==> config.mk <==
export PLATFORM = sky130hd
export DESIGN_NAME = framed_packet_parser_dual_sum_check
export DESIGN_NICKNAME = d
export VERILOG_FILES = /design/src/hw/rtl/fpp_pkg.sv /design/src/hw/rtl/fpp_in_stage.sv /design/src/hw/rtl/fpp_parser.sv /design/src/hw/rtl/framed_packet_parser_dual_sum_check.sv
export SDC_FILE = /design/constraint.sdc
export NUM_CORES = 1
export LEC_CHECK = 0
export BUFFER_PORTS_ARGS = -buffer_cell sky130_fd_sc_hd__buf_2
export CAP_MARGIN = 20
export CELL_PAD_IN_SITES_DETAIL_PLACEMENT = 0
export CELL_PAD_IN_SITES_GLOBAL_PLACEMENT = 1
export CORE_MARGIN = 2
export CORE_UTILIZATION = 35
export CTS_CLUSTER_SIZE = 24
export DETAILED_ROUTE_END_ITERATION = 12
export HOLD_SLACK_MARGIN = 0.15
export PLACE_DENSITY_LB_ADDON = 0.12
export SYNTH_ARGS = -nofsm -noshare
export SYNTH_HDL_FRONTEND = slang
export SYNTH_SLANG_ARGS = --single-unit
==> constraint.sdc <==
create_clock -name clk -period 4.6 [get_ports clk]
set_input_delay 0.92 -clock clk [delete_from_list [all_inputs] [get_ports clk]]
set_output_delay 0.92 -clock clk [all_outputs]
set_load 0.03 [all_outputs]
==> src/hw/rtl/fpp_pkg.sv <==
// Shared types and constants for the framed packet parser.
// Used by fpp_in_stage, fpp_parser and the top level; no dependencies.
`default_nettype none

package fpp_pkg;

    localparam int BYTE_W      = 8;
    localparam int TDATA_OUT_W = 48;

    // Start-of-frame byte after reset
    localparam logic [BYTE_W-1:0] HEADER_RESET = 8'hAA;

    // Result kinds carried on tuser
    localparam logic KIND_PAYLOAD = 1'b0;
    localparam logic KIND_STATUS  = 1'b1;

    // One buffered input byte handed from the input stage to the parser
    typedef struct packed {
        logic              valid;
        logic [BYTE_W-1:0] data;
    } fpp_in_item_t;

    // One result transaction
    typedef struct packed {
        logic              kind;
        logic [BYTE_W-1:0] payload_byte;
        logic [BYTE_W-1:0] byte_index;
        logic [BYTE_W-1:0] frame_address;
        logic [BYTE_W-1:0] frame_id;
        logic [BYTE_W-1:0] data_length;
        logic              check_ok;
    } fpp_result_t;

endpackage

`default_nettype wire

==> src/hw/rtl/fpp_in_stage.sv <==
// Input register with skid slot for the framed packet parser.
// Depends on fpp_pkg; registers tready so the upstream side never sees the parser stall path.
`default_nettype none

module fpp_in_stage (
    input  wire logic                        clk,
    input  wire logic                        rst_n,
    input  wire logic                        in_valid,
    output logic                             in_ready,
    input  wire logic [fpp_pkg::BYTE_W-1:0]  in_data,
    output fpp_pkg::fpp_in_item_t            item,
    input  wire logic                        item_take
);

    logic                       main_valid_reg;
    logic                       main_valid_next;
    logic [fpp_pkg::BYTE_W-1:0] main_data_reg;
    logic [fpp_pkg::BYTE_W-1:0] main_data_next;
    logic                       skid_valid_reg;
    logic                       skid_valid_next;
    logic [fpp_pkg::BYTE_W-1:0] skid_data_reg;
    logic [fpp_pkg::BYTE_W-1:0] skid_data_next;
    logic                       accept;
    logic                       main_free;

    assign in_ready   = !skid_valid_reg;
    assign accept     = in_valid && in_ready;
    assign main_free  = !main_valid_reg || item_take;
    assign item.valid = main_valid_reg;
    assign item.data  = main_data_reg;

    always_comb
    begin
        main_valid_next = main_valid_reg;
        main_data_next  = main_data_reg;
        skid_valid_next = skid_valid_reg;
        skid_data_next  = skid_data_reg;
        if (main_free)
        begin
            // drain the skid slot first to keep order
            if (skid_valid_reg)
            begin
                main_valid_next = 1'b1;
                main_data_next  = skid_data_reg;
                skid_valid_next = 1'b0;
            end
            else
            begin
                main_valid_next = accept;
                main_data_next  = in_data;
            end
        end
        else if (accept)
        begin
            skid_valid_next = 1'b1;
            skid_data_next  = in_data;
        end
    end

    always_ff @(posedge clk or negedge rst_n)
    begin
        if (!rst_n)
        begin
            main_valid_reg <= 1'b0;
            skid_valid_reg <= 1'b0;
        end
        else
        begin
            main_valid_reg <= main_valid_next;
            skid_valid_reg <= skid_valid_next;
        end
    end

    always_ff @(posedge clk)
    begin
        main_data_reg <= main_data_next;
        skid_data_reg <= skid_data_next;
    end

    // a full skid slot implies the main register is occupied
    a_skid_needs_main: assert property (@(posedge clk) disable iff (!rst_n)
        skid_valid_reg |-> main_valid_reg)
        else $error("skid slot filled while main register empty");

    // a byte taken while the main register is stalled lands in the skid slot
    a_stall_fills_skid: assert property (@(posedge clk) disable iff (!rst_n)
        (accept && main_valid_reg && !item_take) |=> skid_valid_reg)
        else $error("accepted byte lost during stall");

    // skid contents move into the main register once it frees up
    a_skid_drains: assert property (@(posedge clk) disable iff (!rst_n)
        (skid_valid_reg && item_take) |=> (main_valid_reg && !skid_valid_reg))
        else $error("skid slot did not drain");

endmodule

`default_nettype wire

==> src/hw/rtl/fpp_parser.sv <==
// Frame parse state machine, running checks and result register.
// Depends on fpp_pkg; takes one byte from fpp_in_stage per cycle when the result slot allows.
`default_nettype none

module fpp_parser (
    input  wire logic                        clk,
    input  wire logic                        rst_n,
    input  wire logic                        cfg_wr_en,
    input  wire logic [fpp_pkg::BYTE_W-1:0]  cfg_wr_data,
    input  wire fpp_pkg::fpp_in_item_t       item,
    output logic                             item_take,
    output logic                             res_valid,
    input  wire logic                        res_ready,
    output fpp_pkg::fpp_result_t             res
);

    typedef enum logic [2:0] {
        PH_HUNT = 3'd0,
        PH_ADDR = 3'd1,
        PH_ID   = 3'd2,
        PH_LEN  = 3'd3,
        PH_DATA = 3'd4,
        PH_SUM  = 3'd5,
        PH_ADD  = 3'd6
    } phase_t;

    phase_t                     phase_reg;
    phase_t                     phase_next;
    logic [fpp_pkg::BYTE_W-1:0] header_reg;
    logic [fpp_pkg::BYTE_W-1:0] addr_reg;
    logic [fpp_pkg::BYTE_W-1:0] addr_next;
    logic [fpp_pkg::BYTE_W-1:0] id_reg;
    logic [fpp_pkg::BYTE_W-1:0] id_next;
    logic [fpp_pkg::BYTE_W-1:0] len_reg;
    logic [fpp_pkg::BYTE_W-1:0] len_next;
    logic [fpp_pkg::BYTE_W-1:0] remain_reg;
    logic [fpp_pkg::BYTE_W-1:0] remain_next;
    logic [fpp_pkg::BYTE_W-1:0] sum_reg;
    logic [fpp_pkg::BYTE_W-1:0] sum_next;
    logic [fpp_pkg::BYTE_W-1:0] add_reg;
    logic [fpp_pkg::BYTE_W-1:0] add_next;
    logic [fpp_pkg::BYTE_W-1:0] rx_sum_reg;
    logic [fpp_pkg::BYTE_W-1:0] rx_sum_next;
    logic [fpp_pkg::BYTE_W-1:0] sum_acc;
    logic [fpp_pkg::BYTE_W-1:0] add_acc;
    logic [fpp_pkg::BYTE_W-1:0] b;
    logic                       emit;
    fpp_pkg::fpp_result_t       res_next;
    logic                       res_valid_reg;
    logic                       res_valid_next;
    fpp_pkg::fpp_result_t       res_reg;

    assign b         = item.data;
    assign item_take = item.valid && (!res_valid_reg || res_ready);
    assign sum_acc   = sum_reg + b;
    assign add_acc   = add_reg + sum_acc;
    assign res_valid = res_valid_reg;
    assign res       = res_reg;

    always_comb
    begin
        phase_next  = phase_reg;
        addr_next   = addr_reg;
        id_next     = id_reg;
        len_next    = len_reg;
        remain_next = remain_reg;
        sum_next    = sum_reg;
        add_next    = add_reg;
        rx_sum_next = rx_sum_reg;
        emit        = 1'b0;
        res_next.kind          = fpp_pkg::KIND_PAYLOAD;
        res_next.payload_byte  = '0;
        res_next.byte_index    = '0;
        res_next.frame_address = addr_reg;
        res_next.frame_id      = id_reg;
        res_next.data_length   = len_reg;
        res_next.check_ok      = 1'b0;
        case (phase_reg)
            PH_ADDR:
            begin
                addr_next  = b;
                sum_next   = sum_acc;
                add_next   = add_acc;
                phase_next = PH_ID;
            end
            PH_ID:
            begin
                id_next    = b;
                sum_next   = sum_acc;
                add_next   = add_acc;
                phase_next = PH_LEN;
            end
            PH_LEN:
            begin
                len_next    = b;
                remain_next = b;
                sum_next    = sum_acc;
                add_next    = add_acc;
                // zero length: check bytes follow directly
                phase_next  = (b == '0) ? PH_SUM : PH_DATA;
            end
            PH_DATA:
            begin
                sum_next    = sum_acc;
                add_next    = add_acc;
                remain_next = remain_reg - 1'b1;
                if (remain_reg == 8'd1)
                begin
                    phase_next = PH_SUM;
                end
                emit                  = 1'b1;
                res_next.payload_byte = b;
                res_next.byte_index   = len_reg - remain_reg;
            end
            PH_SUM:
            begin
                rx_sum_next = b;
                phase_next  = PH_ADD;
            end
            PH_ADD:
            begin
                emit              = 1'b1;
                res_next.kind     = fpp_pkg::KIND_STATUS;
                res_next.check_ok = (sum_reg == rx_sum_reg) && (add_reg == b);
                phase_next  = PH_HUNT;
                addr_next   = '0;
                id_next     = '0;
                len_next    = '0;
                remain_next = '0;
                sum_next    = '0;
                add_next    = '0;
                rx_sum_next = '0;
            end
            default:
            begin
                // hunting: drop anything but the header byte
                addr_next   = '0;
                id_next     = '0;
                len_next    = '0;
                remain_next = '0;
                rx_sum_next = '0;
                if (b == header_reg)
                begin
                    sum_next   = b;
                    add_next   = b;
                    phase_next = PH_ADDR;
                end
                else
                begin
                    sum_next   = '0;
                    add_next   = '0;
                    phase_next = PH_HUNT;
                end
            end
        endcase
        res_valid_next = (res_valid_reg && !res_ready) || (item_take && emit);
    end

    always_ff @(posedge clk or negedge rst_n)
    begin
        if (!rst_n)
        begin
            header_reg    <= fpp_pkg::HEADER_RESET;
            phase_reg     <= PH_HUNT;
            addr_reg      <= '0;
            id_reg        <= '0;
            len_reg       <= '0;
            remain_reg    <= '0;
            sum_reg       <= '0;
            add_reg       <= '0;
            rx_sum_reg    <= '0;
            res_valid_reg <= 1'b0;
        end
        else
        begin
            if (cfg_wr_en)
            begin
                header_reg <= cfg_wr_data;
            end
            if (item_take)
            begin
                phase_reg  <= phase_next;
                addr_reg   <= addr_next;
                id_reg     <= id_next;
                len_reg    <= len_next;
                remain_reg <= remain_next;
                sum_reg    <= sum_next;
                add_reg    <= add_next;
                rx_sum_reg <= rx_sum_next;
            end
            res_valid_reg <= res_valid_next;
        end
    end

    always_ff @(posedge clk)
    begin
        if (item_take && emit)
        begin
            res_reg <= res_next;
        end
    end

    a_status_returns_to_hunt: assert property (@(posedge clk) disable iff (!rst_n)
        (item_take && phase_reg == PH_ADD) |=> (phase_reg == PH_HUNT && sum_reg == '0))
        else $error("parser did not return to hunting after status");

    a_data_count_nonzero: assert property (@(posedge clk) disable iff (!rst_n)
        (phase_reg == PH_DATA) |-> (remain_reg != '0))
        else $error("payload phase with no bytes left");

    a_index_in_range: assert property (@(posedge clk) disable iff (!rst_n)
        (res_valid_reg && res_reg.kind == fpp_pkg::KIND_PAYLOAD)
            |-> (res_reg.byte_index < res_reg.data_length && !res_reg.check_ok))
        else $error("payload result index out of frame range");

    a_status_fields_clear: assert property (@(posedge clk) disable iff (!rst_n)
        (res_valid_reg && res_reg.kind == fpp_pkg::KIND_STATUS)
            |-> (res_reg.payload_byte == '0 && res_reg.byte_index == '0))
        else $error("status result carries payload fields");

endmodule

`default_nettype wire

==> src/hw/rtl/framed_packet_parser_dual_sum_check.sv <==
// Framed packet parser top level: input skid stage feeding the parse/check stage.
// Depends on fpp_pkg, fpp_in_stage and fpp_parser.
`default_nettype none

// Takes one received byte per transaction, hunts for the header byte (cfg_wr_data,
// 0xAA after reset), then reads address, id, length, payload and two check bytes.
// Every payload byte leaves as its own transaction (tuser 0) with its index; after
// the add check byte one status transaction (tuser 1) reports address, id, length
// and whether the sum and add checks both matched. Throughput is one byte per
// clock while the result register is free or being taken: the parse step (state
// update plus two chained 8-bit adds) sits between the input register and the
// result register, which holds any result a byte yields. Header bytes seen inside
// a frame are treated as frame content; downstream must discard payload of a
// frame whose status shows a failed check.
module framed_packet_parser_dual_sum_check (
    input  wire logic        clk,
    input  wire logic        rst_n,
    input  wire logic        cfg_wr_en,
    input  wire logic [7:0]  cfg_wr_data,
    input  wire logic        s_axis_tvalid,
    output logic             s_axis_tready,
    input  wire logic [7:0]  s_axis_tdata,   // [7:0] in_byte
    output logic             m_axis_tvalid,
    input  wire logic        m_axis_tready,
    output logic [fpp_pkg::TDATA_OUT_W-1:0] m_axis_tdata,
                                             // [7:0] payload_byte, [15:8] byte_index,
                                             // [23:16] frame_address, [31:24] frame_id,
                                             // [39:32] data_length, [40] check_ok, rest 0
    output logic             m_axis_tuser    // [0] kind
);

    fpp_pkg::fpp_in_item_t item;
    logic                  item_take;
    fpp_pkg::fpp_result_t  res;

    fpp_in_stage u_in_stage (
        .clk       (clk),
        .rst_n     (rst_n),
        .in_valid  (s_axis_tvalid),
        .in_ready  (s_axis_tready),
        .in_data   (s_axis_tdata),
        .item      (item),
        .item_take (item_take)
    );

    fpp_parser u_parser (
        .clk         (clk),
        .rst_n       (rst_n),
        .cfg_wr_en   (cfg_wr_en),
        .cfg_wr_data (cfg_wr_data),
        .item        (item),
        .item_take   (item_take),
        .res_valid   (m_axis_tvalid),
        .res_ready   (m_axis_tready),
        .res         (res)
    );

    assign m_axis_tdata = {7'b0, res.check_ok, res.data_length, res.frame_id,
                           res.frame_address, res.byte_index, res.payload_byte};
    assign m_axis_tuser = res.kind;

endmodule

`default_nettype wire

# Word-level counts from Yosys, hierarchy flattened

Index checks and enable logic that the tools add are counted.

Reductions and logical operators: 28
Eq/ne operators: 11
$add $sub $neg: 4
Bitwise gates (word level): 7
Muxes and demuxes: 18

Operator list:

| kind                | count |
|---|---|
| $pmux 8 s3          | 3 |
| $pmux 8 s2          | 4 |
| $eq 8x8->1          | 3 |
| $pmux 3 s6          | 1 |
| $add 8x8->8         | 2 |
| $mux 8              | 2 |
| $reduce_and 2->1    | 8 |
| $reduce_or 4->1     | 4 |
| $eq 3x3->1 const B  | 3 |
| $eq 8x1->1 const B  | 1 |
| $logic_not 8->1     | 1 |
| $sub 8x1->8 const B | 1 |
| $sub 8x8->8         | 1 |
| $mux 1              | 7 |
| $not 1->1           | 7 |
| $eq 3x2->1 const B  | 2 |
| $logic_and 1x1->1   | 5 |
| $logic_not 1->1     | 4 |
| $eq 3x1->1 const B  | 1 |
| $logic_or 1x1->1    | 3 |
| $mux 3              | 1 |
| $reduce_or 3->1     | 1 |
| $ne 2x1->1 const B  | 1 |
| $reduce_bool 2->1   | 1 |
| $reduce_or 2->1     | 1 |

Logic and storage cells: 89
Register bits: 128
Input bits: 21
Output and inout port bits: 51

# Longest topological paths before layout

Depth after elaboration: 6
Gate-level depth with buffers: 14
Depth with buffers taken out: 14

# By module

Synthesis repeated with hierarchy kept, for this count alone.

Cells, all modules: 578
Area total of the unflattened synthesis: 6,264.8 um^2

Modules (own cells, without submodules):

| module                              | instances | area each (um^2) | cells each | sequential area each (um^2) |
|---|---|---|---|---|
| fpp_parser                          | 1         | 5,506.5          | 536        | 2,967.8 |
| fpp_in_stage                        | 1         | 701.9            | 34         | 530.5 |
| framed_packet_parser_dual_sum_check | 1         | 56.3             | 8          | 0.0 |

# Worst setup path after synthesis

No wires, ideal clock.

Path type: input -> register
From: input port m_axis_tready
To: register u_parser.res_reg, in the netlist u_parser.res[0] (enable)
Setup time: 0.441 ns
Cell stages on the path: 3
Arrival time: 2.933 ns
Required time: 4.159 ns
Buffers on the path: 0
Path slack: 1.225 ns
Cells stage by stage: nand2b_1 > nand2_1 > nor2_1

Cells in the longest elaborated chain, start to end: 3

RTL lines:

| item                 | RTL line                                  | RTL |
|---|---|---|
| start, declared      | framed_packet_parser_dual_sum_check.sv:24 | `input wire logic m_axis_tready,` |
| $logic_or 1x1->1     | fpp_parser.sv:54                          | `assign item_take = item.valid && (!res_valid_reg \|\| res_ready);` |
| $logic_and 1x1->1    | fpp_parser.sv:54                          |  |
| $logic_and 1x1->1    | fpp_parser.sv:197                         | `if (item_take && emit)` |
| end signal, assigned | fpp_parser.sv:199                         | `res_reg <= res_next;` |
| end, declared        | fpp_parser.sv:51                          | `fpp_pkg::fpp_result_t res_reg;` |

No other way between the ends.
A chain may end at the register's enable or synchronous reset.

# Worst setup path after layout

From: register u_in_stage.main_data_reg[0] (netlist bit)
To: register u_parser.add_reg[7] (netlist bit)

Cells in the longest elaborated chain, start to end: 3
Elaborated cells between the ends (all ways): 5

RTL lines:

| item                                      | RTL line                            | RTL |
|---|---|---|
| start, declared                           | fpp_in_stage.sv:17                  | `logic [fpp_pkg::BYTE_W-1:0] main_data_reg;` |
| start signal, assigned                    | fpp_in_stage.sv:76                  | `main_data_reg <= main_data_next;` |
| $add 8x8->8 or $eq 8x8->1 (tied branches) | fpp_parser.sv:55, fpp_parser.sv:142 |  |
| $add 8x8->8 or $mux 8 (tied branches)     | fpp_parser.sv:56, fpp_parser.sv:142 |  |
| $pmux 8 s3 *                              | fpp_parser.sv:78                    | `case (phase_reg)` |
| end signal, assigned                      | fpp_parser.sv:188                   | `add_reg <= add_next;` |
| end, declared                             | fpp_parser.sv:40                    | `logic [fpp_pkg::BYTE_W-1:0] add_reg;` |

Every way passes the cells marked *; elsewhere a longest branch is shown, timed or not.

==> metrics.md <==
| Metric | Value |
|---|---|
| Max_cap viols | `0` |
| Drc violations | `0` |
| Grt total ovfl | `0` |
| Yosys reg bits | `around 130` |
| Adder and majority gate portion of the synthesized area | `0.05598` |
| Number of synthesized flops with an enable pin | `58` |
| Asr flop ratio synth | `0.5469` |
| Status | `finished, final reports clean` |
| Num CTS Buffers | `17` |
| Sw frac | `0.3835` |
| Routed WL | `14030 um` |
| Global-route wire length before repair | `~23000 um` |
| Mux cell area share after synthesis | `0.03443` |
| # rows | `48` |
| Post-synthesis cell count | `approximately 570` |
| Max-slew headroom | `0.3708` |
| Largest family of logic cells by synthesized area | `simple AND/OR/NAND/NOR gates` |
| CTS max path bufs | `2` |
| Clock power frac | `0.255` |
| Crit path DAT | `3.67 ns` |
| Reg power frac | `0.352` |
| Final Cycle Share | `0.7326` |
| Wire length per cell | `16.11 um` |
| Total Routing Usage GR | `0.1626` |
| Final Hold Viols | `0` |
| RSZ-0062 raised after global routing | `false` |
| Main synth FF type | `dfrtp_1` |
| Nets | `680` |
| Starting DRT DRC Count | `170` |
| CP startpoint kind | `flop` |
| Layout cells sized above 1 | `0.2074` |
| Vias | `4193` |
| Core ar. | `0.01736 mm^2` |
| P&R area growth vs syn | `17.48%` |
| Starting Density | `0.3580` |
| Fin. max-slew vios | `0` |
| Hold_sp | `u_parser.addr_reg[4]` |
| Synth Area in Compound Gates | `0.1192` |
| Distinct cells, synth | `49` |
| HPWL Detailed | `9793 um` |
| Initial antenna violation count | `0` |
| Crit path kind | `reg -> reg` |
| Pwr dens | `670.0 mW/mm^2` |
| FF-to-FF Start | `u_in_stage.main_data_reg[0]` |
| H-tree Lvls | `4` |
| Post-DRT Antenna Nets | `0` |
| WP data required | `~4.9 ns` |
| Cell accounting for the most synthesized area | `edfxtp_1` |
| Crit path from | `u_in_stage.main_data_reg[0]` |
| F_max | `around 300 MHz` |
| Final Wtd Congestion | `approximately 0.82` |
| DR pass1 iterations | `5` |
| Clk root buf | `clkbuf_16` |
| Die Y | `137.2 um` |
| Top cells by area, synth | `edfxtp_1, dfrtp_1, nand2_1` |
| Seq/Total Area, Yosys | `0.5630` |
| Net Sw Power | `roughly 1.9 mW` |
| Width of the die | `around 140 um` |
| Die area | `0.01883 mm^2` |
| Simple-gate portion of the synthesized area | `0.1273` |
| I/O pin cnt | `72` |
| Fin worst setup slack | `about 1.2 ns` |
| Pre-CTS setup slack | `1.217 ns` |
| Gate power share | `0.394` |
| Maximum number of pins on one net before global-route repair | `a little over 40` |
| Min Clock Period, post-route | `roughly 3.4 ns` |
| IO Port Bufs | `64` |
| Setup Skew | `0.008184 ns` |
| Clock Pin Slew Worst Setup and Hold Paths | `0.06 ns` |
| Synthesis warning total | `0` |
| Clock Latency Late Sink | `~0.42 ns` |
| WHS | `about 0.45 ns` |
| Number of global-route vias before repair | `roughly 4300` |
| Worst vdd ir | `between 300 and 400 uV` |
| Leakage power figure | `approximately 3 nW` |
| Setup TNS | `0 ns` |
| Final Setup Violations | `0` |
| Power Internal | `roughly 3.0 mW` |
| Commonest non-fill, non-tap cell in the layout | `nand2_1` |
| Clock sinks | `between 100 and 150` |
| Filler instances | `1693` |
| Hold Buf Count CTS | `0` |
| Mapped cell area | `~0.0062 mm^2` |
| Min-delay worst type | `reg -> reg` |
| Synth top area share | `0.2803` |
| Tightest Pin Transition | `between 0.9 and 1 ns` |
| CTS tree | `done` |
| Worst setup EP type | `flop` |
| Synth Area in XOR/XNOR | `0.06202` |
| Antenna cell count | `0` |
| Syn Area/Cell | `around 11 um^2` |
| Most frequent cells in the layout | `nand2_1, dfrtp_1, buf_2` |
| Largest fanout on the critical path | `11` |
| Max reg flops | `42` |
| Vias/cell | `4.814` |
| Post-CTS Setup Bufs | `0` |
| Post-CTS sizing | `0` |
through the flow:
step	power, mW	util	instance area (um^2)	instances
floorplan	3.208	-	6236	574
global placement	3.643	0.3879	6733	836
detailed placement	3.672	0.3879	6733	836
CTS	4.939	0.4194	7279	868
global route	5.289	0.4206	7300	871
finish	4.890	0.4206	7300	871
power by group through the flow:
| stage | registers, mW | logic [mW] | clock network [mW] |
|---|---|---|---|
| after floorplan | 1.75 | 1.46 | 0 |
| after global placement | 1.74 | 1.91 | 0 |
| after detailed placement | 1.74 | 1.93 | 0 |
| after CTS | 1.72 | 1.94 | 1.28 |
| after global routing | 1.76 | 2.19 | 1.33 |
| final | 1.72 | 1.93 | 1.25 |
critical path, stage by stage (launching register included):
cell and delay, ns:
edfxtp_1 0.35, buf_4 0.19, ha_1 0.23, fa_1 0.41, a21o_1 0.18, a21oi_1 0.21
o21bai_1 0.09, a21oi_1 0.18, xnor2_1 0.17, ha_1 0.29, o21a_1 0.12, nor2_1 0.11
a21oi_2 0.05, xor2_1 0.16, and3_1 0.18, or3_1 0.34
kinds of logic after synthesis:
logic type | Yosys count
XOR/XNOR | 44
buffers and inverters | 50
AND/OR/NAND/NOR | 175
multiplexers | 19
other | 1
AO/OA/AOI/OAI | 125
flip-flops | 128
adder cells (fa/ha/maj) | 26
per-layer routing:
metal	track usage	up-vias	wire length, um
li1	-	2106	-
met1	0.2061	1992	6499
met2	0.2720	79	6761
met3	0.03716	16	548
met4	0.05956	0	220
met5	0	-	0
Yosys cell counts (3+ instances only):
library cell   n
buf_2          3
o21a_1         6
a21boi_0       3
nor2b_1        7
edfxtp_1      58
a21o_1         4
dfrtp_1       66
clkbuf_1      23
nand4_1        3
xnor2_1       28
and2_1        13
ha_1          23
nor3_1         6
mux2_2        17
a21oi_1       16
a22oi_1       12
dfstp_2        4
nand2b_1       6
o21ai_1       33
xor2_1        16
o21ai_0       38
buf_4          9
fa_1           3
nor4_1         7
inv_1         14
nor2_1        29
nand2_1       92
worst paths after layout:
| check | to | slack, ns | depth (start not counted) |
|---|---|---|---|
| min in group asynchronous | u_parser.add_reg[6] | 0.57 | 1 |
| max in group asynchronous | u_parser.remain_reg[6] | 3.01 | 2 |
| setup reg to reg | u_parser.add_reg[7] | 1.23 | 15 |
| hold reg to reg | u_parser.res[21] | 0.45 | 0 |
| hold / removal | u_parser.res[21] | 0.45 | 0 |
| setup / recovery | u_parser.add_reg[7] | 1.23 | 15 |
cell type report:
| type | count | area, um^2 | area share |
|---|---|---|---|
| inverters | 14 | 52.55 | 0.007199 |
| flip-flops and latches | 128 | 3498 | 0.4793 |
| well taps | 225 | 281.5 | 0.03857 |
| repair buffers | 76 | 407.9 | 0.05588 |
| multi-input cells | 396 | 2512 | 0.3442 |
| clock buffers | 18 | 429.2 | 0.05879 |
| clock inverters | 14 | 117.6 | 0.01611 |
Power figures use the tool's default switching activity.
